<file path="src/rtl/pct_pkg.sv">
package pct_pkg;

  localparam logic [7:0] PCT_SIGN = 8'h25;
  localparam logic [7:0] CHR_PLUS = 8'h2B;
  localparam logic [7:0] CHR_MINUS = 8'h2D;
  localparam logic [7:0] CHR_SPACE = 8'h20;

  // one queue entry: the one or two results caused by one input item
  typedef struct packed {
    logic       two;
    logic [7:0] r0_byte;
    logic       r0_nodata;
    logic [7:0] r1_byte;
    logic       last;
  } pct_entry_t;

endpackage

</file>
<file path="src/rtl/pct_front.sv">
module pct_front
  import pct_pkg::*;
(
  input  logic       clk,
  input  logic       rst,
  input  logic       take,
  input  logic [7:0] in_byte,
  input  logic       in_last,
  output logic       ent_valid,
  output pct_entry_t ent
);

  // hex digit value, valid flag on top
  function automatic logic [4:0] hex_value(input logic [7:0] c);
    logic [4:0] r;
    r = 5'd0;
    if (c >= "0" && c <= "9") r = {1'b1, 4'(c - "0")};
    else if (c >= "a" && c <= "f") r = {1'b1, 4'(c - "a" + 8'd10)};
    else if (c >= "A" && c <= "F") r = {1'b1, 4'(c - "A" + 8'd10)};
    return r;
  endfunction

  function automatic logic is_blank(input logic [7:0] c);
    return (c == CHR_SPACE) || (c >= 8'h09 && c <= 8'h0D);
  endfunction

  // base-16 parse of up to two gathered bytes, truncated to 8 bits
  function automatic logic [7:0] hex_decode(input logic [7:0] d0, input logic [7:0] d1,
                                            input logic [1:0] cnt);
    logic [7:0] d [2];
    logic [7:0] acc;
    logic [4:0] hv;
    logic       neg;
    logic       skipping;
    logic       stop;
    d[0] = d0;
    d[1] = d1;
    acc = 8'd0;
    neg = 1'b0;
    skipping = 1'b1;
    stop = 1'b0;
    for (int k = 0; k < 2; k++) begin
      hv = hex_value(d[k]);
      if (2'(k) < cnt && !stop) begin
        if (skipping && is_blank(d[k])) begin
          skipping = 1'b1;
        end else if (skipping && (d[k] == CHR_PLUS || d[k] == CHR_MINUS)) begin
          neg = (d[k] == CHR_MINUS);
          skipping = 1'b0;
        end else begin
          skipping = 1'b0;
          if (hv[4]) acc = {acc[3:0], hv[3:0]};
          else stop = 1'b1;
        end
      end
    end
    if (neg) acc = 8'd0 - acc;
    return acc;
  endfunction

  logic       escape_open, escape_open_next;
  logic [1:0] digit_count, digit_count_next;
  logic [7:0] digit_store [2];
  logic [7:0] store_next [2];
  logic       field_start, field_start_next;

  // classify the item and build its results
  always_comb begin
    logic [1:0] n;
    logic [7:0] r0, r1;
    logic       nd0;
    n = 2'd0;
    r0 = 8'd0;
    r1 = 8'd0;
    nd0 = 1'b0;
    escape_open_next = escape_open;
    digit_count_next = digit_count;
    store_next[0] = digit_store[0];
    store_next[1] = digit_store[1];
    field_start_next = field_start;

    if (field_start && in_last) begin
      n = 2'd1;
      r0 = in_byte;
    end else begin
      field_start_next = 1'b0;
      if (!escape_open) begin
        if (in_byte == PCT_SIGN) escape_open_next = 1'b1;
        else begin
          n = 2'd1;
          r0 = in_byte;
        end
      end else if (digit_count == 2'd0 && in_byte == PCT_SIGN) begin
        escape_open_next = 1'b0;
        n = 2'd1;
        r0 = PCT_SIGN;
      end else if (digit_count < 2'd2) begin
        store_next[digit_count[0]] = in_byte;
        digit_count_next = digit_count + 2'd1;
      end else begin
        n = 2'd1;
        r0 = hex_decode(digit_store[0], digit_store[1], digit_count);
        digit_count_next = 2'd0;
        escape_open_next = (in_byte == PCT_SIGN);
        if (in_byte != PCT_SIGN) begin
          n = 2'd2;
          r1 = in_byte;
        end
      end
      // field end: flush pending digits, or close with an empty result
      if (in_last) begin
        if (digit_count_next != 2'd0) begin
          if (n == 2'd0) begin
            r0 = hex_decode(store_next[0], store_next[1], digit_count_next);
            n = 2'd1;
          end else begin
            r1 = hex_decode(store_next[0], store_next[1], digit_count_next);
            n = 2'd2;
          end
        end
        if (n == 2'd0) begin
          n = 2'd1;
          r0 = 8'd0;
          nd0 = 1'b1;
        end
      end
    end

    if (in_last) begin
      escape_open_next = 1'b0;
      digit_count_next = 2'd0;
      field_start_next = 1'b1;
    end

    ent_valid = take && (n != 2'd0);
    ent.two = (n == 2'd2);
    ent.r0_byte = r0;
    ent.r0_nodata = nd0;
    ent.r1_byte = r1;
    ent.last = in_last;
  end

  // decoder state
  always_ff @(posedge clk) begin
    if (rst) begin
      escape_open <= 1'b0;
      digit_count <= 2'd0;
      field_start <= 1'b1;
    end else if (take) begin
      escape_open <= escape_open_next;
      digit_count <= digit_count_next;
      field_start <= field_start_next;
    end
  end

  // gathered digits, no reset needed
  always_ff @(posedge clk) begin
    if (take) begin
      digit_store[0] <= store_next[0];
      digit_store[1] <= store_next[1];
    end
  end

endmodule

</file>
<file path="src/rtl/pct_queue.sv">
module pct_queue
  import pct_pkg::*;
#(
  parameter int DEPTH = 4
) (
  input  logic       clk,
  input  logic       rst,
  input  logic       wr_en,
  input  pct_entry_t wr_data,
  input  logic       rd_en,
  output pct_entry_t rd_data,
  output logic       q_full,
  output logic       q_empty
);

  localparam int PW = (DEPTH > 1) ? $clog2(DEPTH) : 1;
  localparam int CW = $clog2(DEPTH + 1);
  localparam logic [PW-1:0] LAST_IDX = PW'(DEPTH - 1);

  pct_entry_t    slots [DEPTH];
  logic [PW-1:0] wr_ptr, rd_ptr;
  logic [CW-1:0] count;
  logic          do_wr, do_rd;

  assign q_full  = (count == CW'(DEPTH));
  assign q_empty = (count == '0);
  assign do_wr   = wr_en && !q_full;
  assign do_rd   = rd_en && !q_empty;
  assign rd_data = slots[rd_ptr];

  // pointers and fill count
  always_ff @(posedge clk) begin
    if (rst) begin
      wr_ptr <= '0;
      rd_ptr <= '0;
      count  <= '0;
    end else begin
      if (do_wr) wr_ptr <= (wr_ptr == LAST_IDX) ? '0 : wr_ptr + 1'b1;
      if (do_rd) rd_ptr <= (rd_ptr == LAST_IDX) ? '0 : rd_ptr + 1'b1;
      if (do_wr && !do_rd) count <= count + 1'b1;
      else if (do_rd && !do_wr) count <= count - 1'b1;
    end
  end

  // entry storage
  always_ff @(posedge clk) begin
    if (do_wr) slots[wr_ptr] <= wr_data;
  end

endmodule

</file>
<file path="src/rtl/pct_back.sv">
module pct_back
  import pct_pkg::*;
(
  input  logic       clk,
  input  logic       rst,
  input  pct_entry_t head,
  input  logic       q_empty,
  output logic       q_pop,
  output logic       empty,
  input  logic       pop,
  output logic [7:0] out_byte,
  output logic       no_data,
  output logic       out_last
);

  // which result of the head entry is shown
  logic second;
  logic take;

  assign empty = q_empty;
  assign take  = pop && !q_empty;
  assign q_pop = take && (second || !head.two);

  // result select
  always_comb begin
    if (second) begin
      out_byte = head.r1_byte;
      no_data  = 1'b0;
    end else begin
      out_byte = head.r0_byte;
      no_data  = head.r0_nodata;
    end
    out_last = head.last && (second || !head.two);
  end

  always_ff @(posedge clk) begin
    if (rst) begin
      second <= 1'b0;
    end else if (take) begin
      second <= head.two && !second;
    end
  end

endmodule

</file>
<file path="src/rtl/percent_decoder_top.sv">
// percent-encoded field decoder
//
// input channel: in_byte/in_last are taken at a clock edge with push high and
// full low; in_last marks the final byte of a field. result channel: while
// empty is low the oldest result sits on out_byte/no_data/out_last and is
// taken at a clock edge with pop high. no_data marks the empty closing result
// of a field that decoded to nothing; out_last marks a field's final result.
// the front stage classifies each item in the cycle it is taken and writes
// its one or two results as a single entry into a QDEPTH-entry queue; an
// item that produces no result writes nothing. a result is visible once its
// entry is registered in the queue and all entries ahead of it are popped.
// the front takes one item per cycle while the queue has room; the back
// stage gives one result per cycle while pop is high, so an item with two
// results holds its queue entry until both of its results are taken.
// when pop is held low the queue fills, then full rises and input stalls.
// reset clears the queue and all escape state; the next byte opens a field.
module percent_decoder_top
  import pct_pkg::*;
#(
  parameter int QDEPTH = 4
) (
  input  logic       clk,
  input  logic       rst,
  input  logic       push,
  output logic       full,
  input  logic [7:0] in_byte,
  input  logic       in_last,
  output logic       empty,
  input  logic       pop,
  output logic [7:0] out_byte,
  output logic       no_data,
  output logic       out_last
);

  pct_entry_t ent, head;
  logic       ent_valid, q_empty, q_pop, take;

  assign take = push && !full;

  pct_front u_front (
    .clk       (clk),
    .rst       (rst),
    .take      (take),
    .in_byte   (in_byte),
    .in_last   (in_last),
    .ent_valid (ent_valid),
    .ent       (ent)
  );

  pct_queue #(
    .DEPTH (QDEPTH)
  ) u_queue (
    .clk     (clk),
    .rst     (rst),
    .wr_en   (ent_valid),
    .wr_data (ent),
    .rd_en   (q_pop),
    .rd_data (head),
    .q_full  (full),
    .q_empty (q_empty)
  );

  pct_back u_back (
    .clk      (clk),
    .rst      (rst),
    .head     (head),
    .q_empty  (q_empty),
    .q_pop    (q_pop),
    .empty    (empty),
    .pop      (pop),
    .out_byte (out_byte),
    .no_data  (no_data),
    .out_last (out_last)
  );

endmodule
</file>
<file path="config.mk">
export PLATFORM = sky130hd
export DESIGN_NAME = percent_decoder_top
export DESIGN_NICKNAME = d
export VERILOG_FILES = /design/src/rtl/pct_pkg.sv /design/src/rtl/pct_front.sv /design/src/rtl/pct_queue.sv /design/src/rtl/pct_back.sv /design/src/rtl/percent_decoder_top.sv
export SDC_FILE = /design/constraint.sdc
export NUM_CORES = 1
export LEC_CHECK = 0
export ABC_AREA = 1
export BUFFER_PORTS_ARGS = -buffer_cell sky130_fd_sc_hd__buf_2
export CAP_MARGIN = 40
export CORE_UTILIZATION = 65
export DETAILED_ROUTE_END_ITERATION = 10
export PLACE_DENSITY = 0.83
export SLEW_MARGIN = 20
export SYNTH_ARGS = -nofsm -noshare
export SYNTH_HDL_FRONTEND = slang
export SYNTH_SLANG_ARGS = --single-unit
export TNS_END_PERCENT = 5
</file>
<file path="constraint.sdc">
create_clock -name clk -period 8.63 [get_ports clk]
set_clock_uncertainty 0.2 [all_clocks]
set_input_delay 0.4315 -clock clk [delete_from_list [all_inputs] [get_ports clk]]
set_output_delay 0.4315 -clock clk [all_outputs]
set_load 0.005 [all_outputs]
</file>
== Word level (Yosys, flattened, before mapping) ==
Memory sizes are Yosys's and may differ from the RTL's. A register that Yosys moved wholly into a read port is not among the register bits.
Cells that the tools add are included.

* Add/subtract/negate cells: 28
* $lt $le $gt $ge: 39
* Equality and inequality tests: 19
* Muxes and demuxes: 209
* Bitwise logic cells: 1
* Reductions and logical operators: 64

{| class="wikitable"
|+ Operator list
! cell !! count
|-
| $mux 8 || 55
|-
| $mux 5 || 36
|-
| $eq 8x6->1 const B || 13
|-
| $mux 1 || 84
|-
| $mux 16 || 5
|-
| $ge 8x7->1 const B || 8
|-
| $le 8x7->1 const B || 8
|-
| $sub 4x1->4 const B || 12
|-
| $mux 2 || 22
|-
| $logic_and 1x1->1 || 38
|-
| $add 4x4->4 const B || 8
|-
| $ge 8x4->1 const B || 4
|-
| $ge 8x6->1 const B || 4
|-
| $le 8x4->1 const B || 4
|-
| $le 8x6->1 const B || 4
|-
| $sub 1x8->8 const A || 3
|-
| $bwmux 16 || 1
|-
| $mux 4 || 3
|-
| $logic_not 1->1 || 9
|-
| $logic_or 1x1->1 || 9
|-
| $demux 8 s1 || 1
|-
| $lt 1x2->1 const A || 4
|-
| $ne 8x6->1 const B || 1
|-
| $add 2x1->2 const B || 3
|-
| other kinds (14) || 21
|}

* Bits in registers: 12
* Memory bits (writable): 92
* Input bits: 13
* Output and inout bits: 12
* Logic and storage cells: 369
* Memories kept: 2

{| class="wikitable"
|+ Memory list
! name !! depth !! width !! rd ports !! clocked after Yosys merged registers in !! wr ports !! line !! text
|-
| u_queue.slots || 4 || 19 || 1 || 1 || 1 || pct_queue.sv:20 || <nowiki>pct_entry_t slots [DEPTH];</nowiki>
|-
| u_front.digit_store || 2 || 8 || 2 || 0 || 2 || pct_front.sv:63 || <nowiki>logic [7:0] digit_store [2];</nowiki>
|}

== Longest topological paths before layout ==
* Depth in word-level cells: 41
* Depth in mapped cells: 27
* Mapped depth without buffers: 26

== Modules after synthesis ==
From an unflattened synthesis, not the netlist that was laid out.

* Cells, all modules: 835
* Area, all modules: 6693.9 um^2

{| class="wikitable"
|+ By module, submodules not included
! module !! instances !! cells an instance !! area each (um^2) !! seq. area each (um^2)
|-
| pct_queue || 1 || 255 || 3360.7 || 2462.4
|-
| pct_front || 1 || 537 || 3124.2 || 560.5
|-
| pct_back || 1 || 41 || 198.9 || 20.0
|-
| percent_decoder_top || 1 || 2 || 10.0 || 0.0
|}

== Worst setup path before layout ==
OpenSTA, ideal clock, no wires.

* Path type: input-to-reg
* From: in in_byte[7]
* To: mem u_queue.slots[0][12] (netlist name), data pin
* Library setup time: 265 ps
* Arrival: 3096 ps
* Data required time: 8165 ps
* Path slack: 5069 ps
* Stages on the path: 26
* Path buffers: 1
* Cells stage by stage: inv_1 nand2_1 nor2_1 nand2_2 nand2_4 buf_12 nand2_1 o21ai_4 inv_1 ha_1 nor2_1 nand3_1 nand2_1 nor2_1 nor2_2 nand2_2 nor2_4 nand2_1 nand2_1 nand2_1 ha_1 nor2_2 xor2_1 nand2_1 nand2_1 nand2_1

{| class="wikitable"
|+ RTL lines
! element !! line !! text
|-
| from (decl) || percent_decoder_top.sv:26 || <nowiki>input logic [7:0] in_byte,</nowiki>
|-
| to (decl) || pct_queue.sv:20 ||
|}

==> impl_metrics.tcl <==
set metrics [dict create \
    ys_seq_area_share_pct 46.3 \
    htree_levels 3 \
    max-cap-violations 0 \
    grt_overflow 0 \
    multi_input_area_mm2 0.00307 \
    final_cell_mix "nand2_1, nor2_1, edfxtp_1" \
    io-pin-count 25 \
    setup_violations 0 \
    cts-buffers-inserted 9 \
    antenna_cells 0 \
    status "completed" \
    hp-class "primary input to flip-flop" \
    cts.sinks 106 \
    drtIter0Drc 344 \
    synth_flop_cell "edfxtp_1" \
    fin_crit_ns 4.24 \
    ys_warn_count 0 \
    grt_usage_pct 31.4 \
    syn2layout_area_growth_pct 6.70 \
    dr.pass1.iters 7 \
    drv_slew 0 \
    cts_buffer_depth 2 \
    crit_path_start_kind "flip-flop" \
    hpwl_um 11600 \
    p_per_area_mw_per_mm2 204 \
    synth-seq-cells 106 \
    routabilityCongestion 0.956 \
    antenna_found_initial 0 \
    max_stage_delay_ns 0.59 \
    tightest_slew_ns 0.808 \
    seq_area_mm2 0.00304 \
    io_buffers 24 \
    core_mm2 0.00977 \
    max-vdd-ir-drop_v 0.000192 \
    wl_per_cell_um 16.4 \
    ctsRootBufferMaster "clkbuf_8" \
    syn_inst 801 \
    cp_data_arrival_time_ns 4.19 \
    fin_setup_tns_ns 0 \
    place_ws_ns 4.41 \
    fin_total_pwr_mw 1.43 \
    worstHoldStart "rst" \
    fin_crit_sh_pct 49.2 \
    drive_above_1_share_pct 12.5 \
    r2r-start "u_front.escape_open" \
    synth.avg_cell_area_um2 8.21 \
    cts_tree "built" \
    final_common_cell "nand2_1" \
    dr_total_vias 5565 \
    path_cells "inv_1, nor2_8, nand2_4, o21ai_4, inv_1, ha_1, nor2_1, nand3_1, nand2_1, nor2_1, nor2_2, nand2_2, nor2_4, nand2_1, nand2_1, nand2_1, ha_1, nand2_1, nand2_1, nand2_1, a31oi_1" \
    post_cts_buffers 0 \
    num_rows 36 \
    cp_max_fo 12 \
    die_h_um 103 \
    drc_errors 0 \
    reg2reg_depth 21 \
    ff2ff_setup_slack_ns 4.39 \
    leakage_nw 3.04 \
    die-area_mm2 0.0105 \
    clk_latency_ns 0.38 \
    path_class "flip-flop to flip-flop" \
    routed_via_density 5.77 \
    critPathLaunch "u_front.escape_open" \
    hold_end "u_front.escape_open" \
    maxSlewHeadroom_pct 45.6 \
    max_freq_mhz 236 \
    n_fill_cell 773 \
    syn_nets 841 \
    start_util_pct 67.2 \
    die_w_um 103 \
    ant_nets 0 \
    ctsHoldBuffers 0 \
    whs_path_depth 2 \
    cp_common_cell "nand2_1" \
    grt_max_degree 40 \
    finalWorstSetupSlack_ns 4.39 \
    first_global_vias 5237 \
    async_reset_ff_share_pct 0 \
    r2r_end "u_queue.slots[1][2]" \
    final_nets 866 \
    endpoint_kind "flip-flop" \
    rsz0062_at_grt "no" \
    post_cts_resized 0 \
    clk_pin_slew_ns 0.10 \
    routed_wl_um 15800 \
    synthesis.area_mm2 0.00657 \
    ys_types 47 \
    timing_hold_violations_final 0 \
    critPathSlowestCell "dfxtp_1" \
    synth-edff-count 92 \
    required_ns 8.58 \
    grt_pass1_wl_um 24800 \
]
cells by family (layout without fill, tap and decap cells):
| group | count (synthesis) | in the layout | synth area share [%] |
|---|---|---|---|
| DFF | 106 | 106 | 46.3 |
| and+or+nand+nor | 397 | 397 | 27.6 |
| muxes | 1 | 1 | 0.152 |
| adders and majority gates | 27 | 27 | 5.25 |
| xor gates and xnor gates | 8 | 8 | 1.07 |
| buffers and inverters | 116 | 146 | 6.97 |
| AOI/OAI and AO/OA | 146 | 146 | 12.7 |
sequential cells by signal, indices dropped and copies added (netlist names), named ones only:
signal / flops
u_front.digit_store: 16
u_front.digit_count: 2
u_queue.wr_ptr: 2
u_front.field_start: 1
u_front.escape_open: 1
u_queue.rd_ptr: 2
u_queue.slots: 76
u_back.second: 1
u_queue.count: 3
synthesized netlist by cell type (all sizes together) (4+ instances only):
cell | instances | area (um^2)
clkbuf | 14 | 52.6
nor3 | 10 | 55.1
nor2 | 133 | 551
xor2 | 8 | 70.1
nand2 | 179 | 775
o211ai | 4 | 30.0
o22ai | 16 | 100
o21ai | 79 | 422
inv | 97 | 367
edfxtp | 92 | 2760
nand4 | 9 | 62.6
nand3 | 61 | 338
a21oi | 27 | 139
dfxtp | 14 | 280
a31oi | 10 | 62.6
ha | 26 | 325
layout make-up:
type                    instances  share of cell area [%]
repair buffers                 31                    2.57
well taps                     133                    2.37
multi-input cells             579                    43.8
clock inverters                 6                   0.714
flip-flops and latches        106                    43.4
inverters                      99                    5.33
clock buffers                  10                    1.82
routing by layer:
layer  GRT usage [%]  vias to the layer above  wire length [um]
met5               0                        -                 0
met2            53.0                      230              7660
li1                -                     2741                 -
met3            4.95                       54              1080
met4            18.0                        0               613
met1            38.5                     2540              6420
worst max-delay path, delay by kind of cell, from the launching register on:
kind	cells	cell delay [ns]
AOI/OAI and AO/OA	2	0.56
and+or+nand+nor	15	1.71
adders and majority gates	2	0.53
buffers and inverters	2	0.42
DFF	1	0.59
power by group:
group          internal (mW)  switching (mW)  total, mW
clock network          0.109           0.176      0.284
logic                  0.163           0.301      0.464
registers              0.632          0.0484      0.680
total                  0.903           0.525       1.43
per-stage QoR:
stage          area (um^2)  hold slack, ns  utilization (%)  std cells
2_1_floorplan         6570           0.259                -        801
3_3_place_gp          6820           0.270             69.8        947
3_5_place_dp          6840           0.303             69.9        948
4_1_cts               7010          0.0496             71.7        964
5_1_grt               7010          0.0569             71.7        964
6_report              7010          0.0679             71.7        964
worst max-delay path by stage:
stage | end | slack, ns | cells after the start
2_1_floorplan | u_queue.slots[0][12] | 5.07 | 26
3_3_place_gp | u_queue.slots[0][12] | 4.46 | 26
3_5_place_dp | u_queue.slots[1][12] | 4.41 | 26
4_1_cts | u_queue.slots[1][2] | 4.43 | 21
5_1_grt | u_queue.slots[1][12] | 4.06 | 22
6_report | u_queue.slots[1][2] | 4.39 | 21
Power figures use the tool's default switching activity.
